[config.mk]
export PLATFORM = sky130hd
export DESIGN_NAME = teleop_ema_watchdog_flat
export DESIGN_NICKNAME = d
export VERILOG_FILES = /design/src/hdl/tew_pkg.sv /design/src/hdl/tew_req_if.sv /design/src/hdl/tew_rsp_if.sv /design/src/hdl/tew_ctrl.sv /design/src/hdl/tew_dpath.sv /design/src/hdl/teleop_ema_watchdog.sv /design/src/flat_wrapper.sv
export VERILOG_INCLUDE_DIRS = /design/src /design/src/hdl
export SDC_FILE = /design/constraint.sdc
export NUM_CORES = 2
export LEC_CHECK = 0
export BUFFER_PORTS_ARGS = -buffer_cell sky130_fd_sc_hd__buf_2
export CAP_MARGIN = 5
export CORE_AREA = 5 5 232 234
export CTS_CLUSTER_DIAMETER = 150
export CTS_CLUSTER_SIZE = 16
export DETAILED_ROUTE_END_ITERATION = 8
export DIE_AREA = 0 0 237 239
export PLACE_DENSITY = 0.66
export SLEW_MARGIN = 20
export SYNTH_ARGS = -nofsm -noshare
export SYNTH_HDL_FRONTEND = slang
export SYNTH_SLANG_ARGS = --single-unit
[constraint.sdc]
create_clock -name clock -period 10.3 [get_ports clock]
set_input_delay 1.03 -clock clock [delete_from_list [all_inputs] [get_ports clock]]
set_output_delay 1.03 -clock clock [all_outputs]
set_load 0.02 [all_outputs]
[src/hdl/teleop_ema_watchdog_macros.svh]
// assertion macros shared by the teleop ema watchdog rtl
`ifndef TELEOP_EMA_WATCHDOG_MACROS_SVH
`define TELEOP_EMA_WATCHDOG_MACROS_SVH

// same-cycle implication
`define TEW_ASSERT_IMPL(label, clk, rst, ante, cons, msg) \
   label: assert property (@(posedge clk) disable iff (rst) (ante) |-> (cons)) \
      else $error(msg);

// next-cycle implication
`define TEW_ASSERT_NEXT(label, clk, rst, ante, cons, msg) \
   label: assert property (@(posedge clk) disable iff (rst) (ante) |=> (cons)) \
      else $error(msg);

`endif

[src/hdl/tew_pkg.sv]
// types, constants and the saturation helper function of the teleop ema watchdog
package tew_pkg;

   localparam int AXIS_BITS_DEFAULT  = 16;
   localparam int TIMER_BITS_DEFAULT = 16;

   localparam int VEL_BITS      = 20;
   localparam int CSR_BITS      = 16;
   localparam int CSR_ADDR_BITS = 3;
   localparam int WIDE_BITS     = 48;

   localparam logic [CSR_ADDR_BITS-1:0] CSR_LINEAR_GAIN     = 3'd0;
   localparam logic [CSR_ADDR_BITS-1:0] CSR_ANGULAR_GAIN    = 3'd1;
   localparam logic [CSR_ADDR_BITS-1:0] CSR_SMOOTHING_ALPHA = 3'd2;
   localparam logic [CSR_ADDR_BITS-1:0] CSR_TIMEOUT_TICKS   = 3'd3;

   localparam logic [CSR_BITS-1:0] LINEAR_GAIN_RESET   = 16'd2048;
   localparam logic [CSR_BITS-1:0] ANGULAR_GAIN_RESET  = 16'd4096;
   localparam logic [CSR_BITS-1:0] ALPHA_RESET         = 16'd13107;
   localparam logic [CSR_BITS-1:0] TIMEOUT_RESET       = 16'd100;
   localparam logic [CSR_BITS-1:0] ALPHA_ONE           = 16'd32768;

   localparam logic OP_SAMPLE = 1'b0;
   localparam logic OP_TICK   = 1'b1;

   localparam logic signed [WIDE_BITS-1:0] TGT_ROUND  = 48'sd2048;
   localparam int                          TGT_SHIFT  = 12;
   localparam logic signed [WIDE_BITS-1:0] STEP_ROUND = 48'sd16384;
   localparam int                          STEP_SHIFT = 15;

   localparam logic signed [WIDE_BITS-1:0] VEL_MAX_WIDE =
      WIDE_BITS'((64'sd1 <<< (VEL_BITS - 1)) - 64'sd1);
   localparam logic signed [WIDE_BITS-1:0] VEL_MIN_WIDE =
      WIDE_BITS'(-(64'sd1 <<< (VEL_BITS - 1)));

   typedef enum logic [2:0] {
      ST_IDLE,
      ST_DECODE,
      ST_MUL_GAIN,
      ST_TARGET,
      ST_MUL_ALPHA,
      ST_UPDATE,
      ST_DONE
   } tew_state_type;

   typedef enum logic [3:0] {
      DP_NONE,
      DP_LOAD,
      DP_SAMPLE,
      DP_TICK,
      DP_MUL_GAIN,
      DP_TARGET,
      DP_MUL_ALPHA,
      DP_UPDATE,
      DP_EMIT
   } tew_op_type;

   typedef struct packed {
      tew_op_type op;
      logic       ch;
   } tew_cmd_type;

   typedef struct packed {
      logic is_tick;
      logic axes_valid;
      logic fire;
      logic rsp_free;
   } tew_status_type;

   function automatic logic signed [VEL_BITS-1:0] sat_vel(
      input logic signed [WIDE_BITS-1:0] v
   );
      logic signed [VEL_BITS-1:0] r;
      if (v > VEL_MAX_WIDE) begin
         r = VEL_MAX_WIDE[VEL_BITS-1:0];
      end else if (v < VEL_MIN_WIDE) begin
         r = VEL_MIN_WIDE[VEL_BITS-1:0];
      end else begin
         r = v[VEL_BITS-1:0];
      end
      return r;
   endfunction

endpackage

[src/hdl/tew_req_if.sv]
// request channel: joystick samples and millisecond ticks
interface tew_req_if import tew_pkg::*; #(
   parameter int AXIS_BITS = AXIS_BITS_DEFAULT
) ();
   logic                        valid;
   logic                        ready;
   logic                        opcode;
   logic signed [AXIS_BITS-1:0] axis_linear;
   logic signed [AXIS_BITS-1:0] axis_angular;
   logic                        axes_valid;

   modport source (output valid, opcode, axis_linear, axis_angular, axes_valid,
                   input ready);
   modport sink   (input valid, opcode, axis_linear, axis_angular, axes_valid,
                   output ready);
endinterface

[src/hdl/tew_rsp_if.sv]
// response channel: velocity commands and halt flag
interface tew_rsp_if import tew_pkg::*; ();
   logic                       valid;
   logic                       ready;
   logic signed [VEL_BITS-1:0] linear_velocity;
   logic signed [VEL_BITS-1:0] angular_velocity;
   logic                       halt;

   modport source (output valid, linear_velocity, angular_velocity, halt,
                   input ready);
   modport sink   (input valid, linear_velocity, angular_velocity, halt,
                   output ready);
endinterface

[src/hdl/tew_ctrl.sv]
// sequencer for decode, shared multiplier passes and result hand-off
`include "teleop_ema_watchdog_macros.svh"
module tew_ctrl import tew_pkg::*; (
   input  logic           clock,
   input  logic           reset,
   input  logic           req_valid,
   output logic           req_ready,
   input  tew_status_type status,
   output tew_cmd_type    cmd
);

   tew_state_type state_ff, state_in;
   logic          ch_ff, ch_in;

   always_ff @(posedge clock) begin
      if (reset) begin
         state_ff <= ST_IDLE;
         ch_ff    <= 1'b0;
      end else begin
         state_ff <= state_in;
         ch_ff    <= ch_in;
      end
   end

   always_comb begin
      state_in  = state_ff;
      ch_in     = ch_ff;
      req_ready = 1'b0;
      cmd.op    = DP_NONE;
      cmd.ch    = ch_ff;
      case (state_ff)
         ST_IDLE: begin
            req_ready = 1'b1;
            if (req_valid) begin
               cmd.op   = DP_LOAD;
               state_in = ST_DECODE;
            end
         end
         ST_DECODE: begin
            ch_in = 1'b0;
            if (status.is_tick) begin
               cmd.op   = DP_TICK;
               state_in = status.fire ? ST_DONE : ST_IDLE;
            end else begin
               cmd.op   = DP_SAMPLE;
               state_in = status.axes_valid ? ST_MUL_GAIN : ST_DONE;
            end
         end
         ST_MUL_GAIN: begin
            cmd.op   = DP_MUL_GAIN;
            state_in = ST_TARGET;
         end
         ST_TARGET: begin
            cmd.op   = DP_TARGET;
            state_in = ST_MUL_ALPHA;
         end
         ST_MUL_ALPHA: begin
            cmd.op   = DP_MUL_ALPHA;
            state_in = ST_UPDATE;
         end
         ST_UPDATE: begin
            cmd.op = DP_UPDATE;
            if (ch_ff) begin
               state_in = ST_DONE;
            end else begin
               ch_in    = 1'b1;
               state_in = ST_MUL_GAIN;
            end
         end
         ST_DONE: begin
            if (status.rsp_free) begin
               cmd.op   = DP_EMIT;
               state_in = ST_IDLE;
            end
         end
         default: begin
            state_in = ST_IDLE;
         end
      endcase
   end

   `TEW_ASSERT_NEXT(a_load_decodes, clock, reset, req_valid && req_ready, state_ff == ST_DECODE, "transfer not followed by decode")
   `TEW_ASSERT_NEXT(a_done_leaves, clock, reset, state_ff == ST_DONE && status.rsp_free, state_ff == ST_IDLE, "result stuck while output free")
   `TEW_ASSERT_IMPL(a_ch_switch, clock, reset, !$stable(ch_ff), $past(state_ff) == ST_UPDATE || $past(state_ff) == ST_DECODE, "channel select changed out of sequence")

endmodule

[src/hdl/tew_dpath.sv]
// datapath: config registers, shared multiplier, averages, watchdog, output register
`include "teleop_ema_watchdog_macros.svh"
module tew_dpath import tew_pkg::*; #(
   parameter int AXIS_BITS  = AXIS_BITS_DEFAULT,
   parameter int TIMER_BITS = TIMER_BITS_DEFAULT
) (
   input  logic                        clock,
   input  logic                        reset,
   input  logic                        csr_write,
   input  logic [CSR_ADDR_BITS-1:0]    csr_index,
   input  logic [CSR_BITS-1:0]         csr_data,
   input  logic                        req_opcode,
   input  logic signed [AXIS_BITS-1:0] req_axis_linear,
   input  logic signed [AXIS_BITS-1:0] req_axis_angular,
   input  logic                        req_axes_valid,
   input  tew_cmd_type                 cmd,
   output tew_status_type              status,
   output logic                        rsp_valid,
   input  logic                        rsp_ready,
   output logic signed [VEL_BITS-1:0]  rsp_linear_velocity,
   output logic signed [VEL_BITS-1:0]  rsp_angular_velocity,
   output logic                        rsp_halt
);

   localparam int MulABits    = (AXIS_BITS > VEL_BITS + 1) ? AXIS_BITS : VEL_BITS + 1;
   localparam int MulBBits    = CSR_BITS + 1;
   localparam int ProdBits    = MulABits + MulBBits;
   localparam int ElapsedBits = TIMER_BITS + 1;
   localparam int CmpBits     = (ElapsedBits > CSR_BITS) ? ElapsedBits : CSR_BITS;

   logic [CSR_BITS-1:0] lin_gain_ff, ang_gain_ff, alpha_ff, timeout_ff;

   logic                        opcode_ff, axes_valid_ff;
   logic signed [AXIS_BITS-1:0] axis_lin_ff, axis_ang_ff;

   logic signed [VEL_BITS-1:0] s_lin_ff, s_ang_ff;
   logic [ElapsedBits-1:0]     elapsed_ff;
   logic                       link_active_ff;
   logic                       res_zero_ff, res_halt_ff;

   logic signed [ProdBits-1:0] prod_ff, prod_in;
   logic signed [VEL_BITS:0]   diff_ff, diff_in;

   logic                       rsp_valid_ff;
   logic signed [VEL_BITS-1:0] rsp_lin_ff, rsp_ang_ff;
   logic                       rsp_halt_ff;

   logic signed [AXIS_BITS-1:0] axis_sel;
   logic [CSR_BITS-1:0]         gain_sel, alpha_clamp;
   logic signed [VEL_BITS-1:0]  s_sel, target, s_new;
   logic signed [MulABits-1:0]  mul_a;
   logic signed [MulBBits-1:0]  mul_b;
   logic signed [WIDE_BITS-1:0] prod_wide, step_wide;
   logic [ElapsedBits-1:0]      elapsed_inc;
   logic                        fire;
   logic                        rsp_free;

   // operand selection and shared multiplier
   always_comb begin
      axis_sel    = cmd.ch ? axis_ang_ff : axis_lin_ff;
      gain_sel    = cmd.ch ? ang_gain_ff : lin_gain_ff;
      s_sel       = cmd.ch ? s_ang_ff : s_lin_ff;
      alpha_clamp = (alpha_ff > ALPHA_ONE) ? ALPHA_ONE : alpha_ff;
      if (cmd.op == DP_MUL_ALPHA) begin
         mul_a = MulABits'(diff_ff);
         mul_b = signed'({1'b0, alpha_clamp});
      end else begin
         mul_a = MulABits'(axis_sel);
         mul_b = signed'({1'b0, gain_sel});
      end
      prod_in   = ProdBits'(mul_a * mul_b);
      prod_wide = WIDE_BITS'(prod_ff);
      target    = sat_vel((prod_wide + TGT_ROUND) >>> TGT_SHIFT);
      diff_in   = (VEL_BITS + 1)'(target) - (VEL_BITS + 1)'(s_sel);
      step_wide = (prod_wide + STEP_ROUND) >>> STEP_SHIFT;
      s_new     = sat_vel(step_wide + WIDE_BITS'(s_sel));
   end

   // watchdog
   always_comb begin
      elapsed_inc = (&elapsed_ff) ? elapsed_ff : elapsed_ff + ElapsedBits'(1);
      fire        = link_active_ff && (CmpBits'(elapsed_inc) > CmpBits'(timeout_ff));
      rsp_free    = !rsp_valid_ff || rsp_ready;
   end

   assign status.is_tick    = (opcode_ff == OP_TICK);
   assign status.axes_valid = axes_valid_ff;
   assign status.fire       = fire;
   assign status.rsp_free   = rsp_free;

   always_ff @(posedge clock) begin
      if (reset) begin
         lin_gain_ff <= LINEAR_GAIN_RESET;
         ang_gain_ff <= ANGULAR_GAIN_RESET;
         alpha_ff    <= ALPHA_RESET;
         timeout_ff  <= TIMEOUT_RESET;
      end else if (csr_write) begin
         case (csr_index)
            CSR_LINEAR_GAIN:     lin_gain_ff <= csr_data;
            CSR_ANGULAR_GAIN:    ang_gain_ff <= csr_data;
            CSR_SMOOTHING_ALPHA: alpha_ff    <= csr_data;
            CSR_TIMEOUT_TICKS:   timeout_ff  <= csr_data;
            default: begin
            end
         endcase
      end
   end

   always_ff @(posedge clock) begin
      if (reset) begin
         s_lin_ff       <= '0;
         s_ang_ff       <= '0;
         elapsed_ff     <= '0;
         link_active_ff <= 1'b0;
         rsp_valid_ff   <= 1'b0;
      end else begin
         if (rsp_ready && cmd.op != DP_EMIT) begin
            rsp_valid_ff <= 1'b0;
         end
         case (cmd.op)
            DP_SAMPLE: begin
               link_active_ff <= 1'b1;
               elapsed_ff     <= '0;
            end
            DP_TICK: begin
               if (link_active_ff) begin
                  elapsed_ff <= elapsed_inc;
               end
               if (fire) begin
                  s_lin_ff       <= '0;
                  s_ang_ff       <= '0;
                  link_active_ff <= 1'b0;
               end
            end
            DP_UPDATE: begin
               if (cmd.ch) begin
                  s_ang_ff <= s_new;
               end else begin
                  s_lin_ff <= s_new;
               end
            end
            DP_EMIT: begin
               rsp_valid_ff <= 1'b1;
            end
            default: begin
            end
         endcase
      end
   end

   // payload registers
   always_ff @(posedge clock) begin
      case (cmd.op)
         DP_LOAD: begin
            opcode_ff     <= req_opcode;
            axis_lin_ff   <= req_axis_linear;
            axis_ang_ff   <= req_axis_angular;
            axes_valid_ff <= req_axes_valid;
         end
         DP_SAMPLE: begin
            res_zero_ff <= !axes_valid_ff;
            res_halt_ff <= 1'b0;
         end
         DP_TICK: begin
            res_zero_ff <= 1'b1;
            res_halt_ff <= 1'b1;
         end
         DP_MUL_GAIN, DP_MUL_ALPHA: begin
            prod_ff <= prod_in;
         end
         DP_TARGET: begin
            diff_ff <= diff_in;
         end
         DP_EMIT: begin
            rsp_lin_ff  <= res_zero_ff ? '0 : s_lin_ff;
            rsp_ang_ff  <= res_zero_ff ? '0 : s_ang_ff;
            rsp_halt_ff <= res_halt_ff;
         end
         default: begin
         end
      endcase
   end

   assign rsp_valid            = rsp_valid_ff;
   assign rsp_linear_velocity  = rsp_lin_ff;
   assign rsp_angular_velocity = rsp_ang_ff;
   assign rsp_halt             = rsp_halt_ff;

   `TEW_ASSERT_IMPL(a_halt_zero, clock, reset, rsp_valid_ff && rsp_halt_ff, rsp_lin_ff == '0 && rsp_ang_ff == '0, "halt result with nonzero velocity")
   `TEW_ASSERT_NEXT(a_fire_clears, clock, reset, cmd.op == DP_TICK && fire, !link_active_ff && s_lin_ff == '0 && s_ang_ff == '0, "watchdog fire did not clear state")
   `TEW_ASSERT_NEXT(a_sample_arms, clock, reset, cmd.op == DP_SAMPLE, link_active_ff && elapsed_ff == '0, "sample did not rearm watchdog")

endmodule

[src/hdl/teleop_ema_watchdog.sv]
// sample with axes: decode, gain, target, alpha and update per axis, then result
// two gain and two alpha passes share the one multiplier; next accepted after result
// sample without axes: decode, then a zero result; next accepted after it
// tick: next accepted after decode, or after a halt result when the watchdog fires
// a stalled result holds the next result, and the transfer after it, until it drains
// synchronous active-high reset: registers to defaults, averages zero, link inactive
module teleop_ema_watchdog import tew_pkg::*; #(
   parameter int AXIS_BITS  = AXIS_BITS_DEFAULT,
   parameter int TIMER_BITS = TIMER_BITS_DEFAULT
) (
   input  logic                     clock,
   input  logic                     reset,
   input  logic                     csr_write,
   input  logic [CSR_ADDR_BITS-1:0] csr_index,
   input  logic [CSR_BITS-1:0]      csr_data,
   tew_req_if.sink                  req_chan,
   tew_rsp_if.source                rsp_chan
);

   tew_cmd_type    cmd;
   tew_status_type status;

   tew_ctrl u_ctrl (
      .clock     (clock),
      .reset     (reset),
      .req_valid (req_chan.valid),
      .req_ready (req_chan.ready),
      .status    (status),
      .cmd       (cmd)
   );

   tew_dpath #(
      .AXIS_BITS  (AXIS_BITS),
      .TIMER_BITS (TIMER_BITS)
   ) u_dpath (
      .clock                (clock),
      .reset                (reset),
      .csr_write            (csr_write),
      .csr_index            (csr_index),
      .csr_data             (csr_data),
      .req_opcode           (req_chan.opcode),
      .req_axis_linear      (req_chan.axis_linear),
      .req_axis_angular     (req_chan.axis_angular),
      .req_axes_valid       (req_chan.axes_valid),
      .cmd                  (cmd),
      .status               (status),
      .rsp_valid            (rsp_chan.valid),
      .rsp_ready            (rsp_chan.ready),
      .rsp_linear_velocity  (rsp_chan.linear_velocity),
      .rsp_angular_velocity (rsp_chan.angular_velocity),
      .rsp_halt             (rsp_chan.halt)
   );

endmodule

[src/flat_wrapper.sv]
// flat-port wrapper written by rule: the top's interface ports become plain ports
module teleop_ema_watchdog_flat import tew_pkg::*;
#(
   parameter int AXIS_BITS  = AXIS_BITS_DEFAULT,
   parameter int TIMER_BITS = TIMER_BITS_DEFAULT
)
  (clock, reset, csr_write, csr_index, csr_data, req_chan_valid, req_chan_opcode, req_chan_axis_linear, req_chan_axis_angular, req_chan_axes_valid, req_chan_ready, rsp_chan_valid, rsp_chan_linear_velocity, rsp_chan_angular_velocity, rsp_chan_halt, rsp_chan_ready);
  tew_req_if #(.AXIS_BITS(AXIS_BITS)) req_chan_i ();
  tew_rsp_if rsp_chan_i ();
  input  logic clock;
  input  logic reset;
  input  logic csr_write;
  input  logic [CSR_ADDR_BITS-1:0] csr_index;
  input  logic [CSR_BITS-1:0] csr_data;
  input wire logic [$bits(req_chan_i.valid)-1:0] req_chan_valid;
  input wire logic [$bits(req_chan_i.opcode)-1:0] req_chan_opcode;
  input wire logic [$bits(req_chan_i.axis_linear)-1:0] req_chan_axis_linear;
  input wire logic [$bits(req_chan_i.axis_angular)-1:0] req_chan_axis_angular;
  input wire logic [$bits(req_chan_i.axes_valid)-1:0] req_chan_axes_valid;
  output wire logic [$bits(req_chan_i.ready)-1:0] req_chan_ready;
  output wire logic [$bits(rsp_chan_i.valid)-1:0] rsp_chan_valid;
  output wire logic [$bits(rsp_chan_i.linear_velocity)-1:0] rsp_chan_linear_velocity;
  output wire logic [$bits(rsp_chan_i.angular_velocity)-1:0] rsp_chan_angular_velocity;
  output wire logic [$bits(rsp_chan_i.halt)-1:0] rsp_chan_halt;
  input wire logic [$bits(rsp_chan_i.ready)-1:0] rsp_chan_ready;
  assign req_chan_i.valid = req_chan_valid;
  assign req_chan_i.opcode = req_chan_opcode;
  assign req_chan_i.axis_linear = req_chan_axis_linear;
  assign req_chan_i.axis_angular = req_chan_axis_angular;
  assign req_chan_i.axes_valid = req_chan_axes_valid;
  assign req_chan_ready = req_chan_i.ready;
  assign rsp_chan_valid = rsp_chan_i.valid;
  assign rsp_chan_linear_velocity = rsp_chan_i.linear_velocity;
  assign rsp_chan_angular_velocity = rsp_chan_i.angular_velocity;
  assign rsp_chan_halt = rsp_chan_i.halt;
  assign rsp_chan_i.ready = rsp_chan_ready;
  teleop_ema_watchdog #(.AXIS_BITS(AXIS_BITS), .TIMER_BITS(TIMER_BITS)) u_core (.clock(clock), .reset(reset), .csr_write(csr_write), .csr_index(csr_index), .csr_data(csr_data), .req_chan(req_chan_i), .rsp_chan(rsp_chan_i));
endmodule
==> out/summary.txt <==
POWER AND IR DROP
-------------------------------------------------------------------------------------
Sequential group share of total power                                           0.289
Pwr/cell area                                                             161 nW/um^2
Clock share of power                                                            0.174
Max IR drop VDD                                                              0.118 mV
P_sw                                                                          1.88 mW
Switching Share                                                                 0.425
Share of power burned in combinational logic                                    0.537
Internal cell power                                                           2.54 mW
Leakage power of the design                                                   12.2 nW

FLOORPLANNING
-------------------------------------------------------------------------------------
Core area                                                                 51,800 um^2
Number of cell rows                                                                84
Total die area                                                            56,600 um^2
Initial Utilization                                                             0.492
Floorplan die height                                                           239 um
Horizontal die dimension                                                       237 um
I/O Pins                                                                          101

SETUP PATH
-------------------------------------------------------------------------------------
Data arrival time at the worst-slack endpoint                                 9100 ps
CP endpoint kind                                                             register
Required time of the critical path                                          10,560 ps
Maximum fanout along the worst path                                                16
Worst reg2reg endpoint                                                   u_core.u_dpath.prod_ff[37]
Number of cells traversed by the worst register-to-register path                   26
Largest incremental delay on the critical path                                 670 ps
Critical Path Source Type                                                    register
Launch instance of the worst register-to-register path                   u_core.u_ctrl.state_ff[2]
Reg2reg setup slack                                                           1460 ps
Slowest CP cell                                                                 or3_1
Critical path class                                                        reg -> reg
Worst setup path start                                                   u_core.u_ctrl.state_ff[2]
Critical path's most frequent cell                                               fa_1
Critical path destination                                                u_core.u_dpath.prod_ff[37]

STA
-------------------------------------------------------------------------------------
Number of pins exceeding their max-slew limit in the final report                   0
Worst-Margin Slew                                                             1180 ps
Unrepaired setup endpoints after global routing                                 false
Final setup vio count                                                               0
Max Clk Rate                                                                0.113 GHz
Period utilization                                                              0.858
Headroom to the max-slew limit                                                  0.205
Setup Skew                                                                    23.2 ps
Fin crit period                                                               8840 ps
Total negative setup slack                                                       0 ps
Number of hold-slack violations in the final timing report                          0

DETAILED ROUTING
-------------------------------------------------------------------------------------
Count of antenna-violating nets left after detailed routing                         0
DR vias                                                                        19,365
Met3 wire len                                                                 5890 um
Routed vias/inst                                                                 5.46
Detailed-routing wirelength on met1                                         27,100 um
Drt first pass iters                                                                6
Wire per inst                                                                 18.5 um
Total Routed Length                                                         65,500 um
DRC violation count after routing                                                   0
Detailed router's first-iteration violation count                               1,577
Met2 WL post-DR                                                             30,400 um
Top routing layer used                                                           met4

MIN PATH
-------------------------------------------------------------------------------------
Path category of the worst min-delay check                                 reg -> reg

YOSYS
-------------------------------------------------------------------------------------
#FFs+latches synth                                                                252
Yosys Warn Count                                                                    0
FFs w/ async S/R, synth                                                             0
Number of flops mapped to enable cells by yosys                                   125
Cells taking the most area after synthesis                               fa_1 26%, edfxtp_1 15%, dfxtp_1 10%, ha_1 7.6%, inv_1 6.6%
Flip-flop cell with the highest count after synthesis                         dfxtp_1
Mean post-synth cell area                                                   9.13 um^2
Fraction of synthesized cell area taken by the top area cell type               0.263
Fraction of the yosys area taken by sequential cells                            0.247
Netlist area before placement                                             25,500 um^2
Post-Syn Instances                                                              2,796
Synthesized net count                                                           3,345
Distinct cell type count of the synthesized netlist                                71
Cell type with the highest aggregate area in the netlist                         fa_1

GRT
-------------------------------------------------------------------------------------
Initial antenna violation count                                                     2
Number of global-route vias before repair                                      20,343
GRT Total Usage                                                                 0.233
Global-route wire length before repair                                     107,000 um
Maximum number of pins on one net before global-route repair                       83
GR Overflow Total                                                                   0

CLOCK NETWORK
-------------------------------------------------------------------------------------
Post-cts repair resize count                                                        0
Clock-pin slew of the registers on the worst-case setup and hold paths          70 ps
Buffers from clock root to sink, at most                                            3
Buffers inserted during post-CTS setup optimization                                 0
Number of buffers inserted by hold repair at cts                                    0
CTS Root Cell                                                               clkbuf_16
Clock sink total                                                                  252
TritonCTS clock tree                                                              yes
Clock insertion delay at the later pin of the skew report                      540 ps
H-tree Lvls                                                                         1
Clock buffers created by TritonCTS                                                 21

FLOW RUN
-------------------------------------------------------------------------------------
Max-capacitance violation count                                                     0

FINISH
-------------------------------------------------------------------------------------
Final nets                                                                      3,392
Layout overhead on the synthesized area                                         7.30%
Ant. Diodes                                                                         0
Layout cell share with drive strength beyond 1                                 0.0774
Final Core Density                                                              0.528
Post-route cell area                                                      27,400 um^2

PLACEMENT
-------------------------------------------------------------------------------------
Port Buffers                                                                      100
Total placed instance area                                                26,700 um^2
DPL Wire Length                                                             51,800 um
Final GP Congestion                                                             0.930

OUTCOME
-------------------------------------------------------------------------------------
Run status                                                                  completed

cells in the final DEF, fill, tap and decap left out, types with 7 or more instances in the layout:
cell type	count
a211o_1	7
a211oi_1	21
a211oi_2	20
a21o_1	52
a21oi_1	137
a22oi_1	10
a311oi_1	7
and2_1	26
and3_1	18
buf_2	99
buf_4	37
clkbuf_1	11
clkbuf_16	21
dfxtp_1	126
edfxtp_1	125
fa_1	335
ha_1	156
inv_1	449
mux2i_1	47
nand2_1	393
nand2b_1	20
nand3_1	40
nand3_4	9
nand3b_1	18
nand4_1	12
nor2_1	264
nor2b_1	56
nor3_1	23
o21a_1	27
o21ai_0	45
o21ai_1	28
or3_1	7
xnor2_1	86
xor2_1	35
layer usage:
metal	vias to the layer above	global-route usage
li1	9007	-
met1	9542	0.311
met2	679	0.381
met3	137	0.0547
met4	0	0.0680
met5	-	0
critical path: cells and delay by family, from the launching register on:
family	cells	cell delay, ps
DFF	1	480
xor gates and xnor gates	1	110
AOI/OAI and AO/OA	11	3000
and+or+nand+nor	3	860
adders and majority gates	7	3320
buffers and inverters	4	780
sequential cells by signal, indices dropped and copies added, names as in the netlist, 17 cells and up:
signal	flops
u_core.u_dpath.s_lin_ff	20
u_core.u_dpath.rsp_linear_velocity	20
u_core.u_dpath.s_ang_ff	20
u_core.u_dpath.elapsed_ff	17
u_core.u_dpath.prod_ff	27
u_core.u_dpath.rsp_angular_velocity	20
u_core.u_dpath.diff_ff	21
synthesized netlist by cell type (all sizes together), types with 3 or more instances:
| cell type | instances |
|---|---|
| a2111oi | 3 |
| a211o | 7 |
| a211oi | 41 |
| a21boi | 3 |
| a21o | 52 |
| a21oi | 138 |
| a22oi | 10 |
| a311oi | 7 |
| a31oi | 3 |
| and2 | 27 |
| and3 | 18 |
| and4 | 4 |
| buf | 12 |
| clkbuf | 103 |
| dfxtp | 127 |
| edfxtp | 125 |
| fa | 335 |
| ha | 156 |
| inv | 450 |
| mux2 | 6 |
| mux2i | 47 |
| nand2 | 394 |
| nand2b | 20 |
| nand3 | 49 |
| nand3b | 18 |
| nand4 | 13 |
| nor2 | 267 |
| nor2b | 56 |
| nor3 | 24 |
| nor3b | 3 |
| nor4 | 7 |
| o2111ai | 3 |
| o211ai | 4 |
| o21a | 27 |
| o21ai | 74 |
| o21bai | 4 |
| o22ai | 3 |
| o41ai | 6 |
| or2 | 3 |
| or3 | 7 |
| xnor2 | 86 |
| xor2 | 35 |
kinds of logic after synthesis:
kind of cell | share of synthesized area
compound gates | 0.105
xor+xnor | 0.0415
fa+ha+maj | 0.339
buf+inv | 0.0842
flops | 0.247
mux | 0.0211
simple gates | 0.162
metrics by stage:
stage	power, mW	std cells	hold WS, ps	setup WS, ps
floorplan	3.07	2796	400	2190
global placement	3.58	3506	410	1730
detailed placement	3.65	3506	406	1520
CTS	4.44	3542	423	1480
global route	4.81	3544	430	1060
finish	4.42	3544	424	1460
power groups by stage:
stage | Sequential [mW] | Combinational, mW | Clock [mW]
after floorplan | 1.26 | 1.81 | 0
final | 1.28 | 2.37 | 0.768
after global routing | 1.28 | 2.71 | 0.826
after detailed placement | 1.30 | 2.35 | 0
after global placement | 1.30 | 2.28 | 0
after CTS | 1.28 | 2.37 | 0.787
cell type report:
type	instances	area, um^2
clock buffer	32	567
clock inverter	4	50.0
fill	4643	24400
inverter	451	1690
multi-input combinational	1978	17100
sequential	252	6300
tap	688	861
timing repair buffer	139	816
worst min-delay path by stage:
stage | startpoint | cells past startpoint | endpoint | slack [ps]
6_report | u_core.u_dpath.res_halt_ff | 0 | u_core.u_dpath.rsp_halt | 420
5_1_grt | u_core.u_dpath.res_halt_ff | 0 | u_core.u_dpath.rsp_halt | 430
4_1_cts | u_core.u_dpath.res_halt_ff | 0 | u_core.u_dpath.rsp_halt | 420
3_5_place_dp | u_core.u_dpath.res_halt_ff | 0 | u_core.u_dpath.rsp_halt | 410
3_3_place_gp | u_core.u_dpath.res_halt_ff | 0 | u_core.u_dpath.rsp_halt | 410
2_1_floorplan | u_core.u_dpath.res_halt_ff | 0 | u_core.u_dpath.rsp_halt | 400
Note: power is estimated with default switching activity, not from simulation.
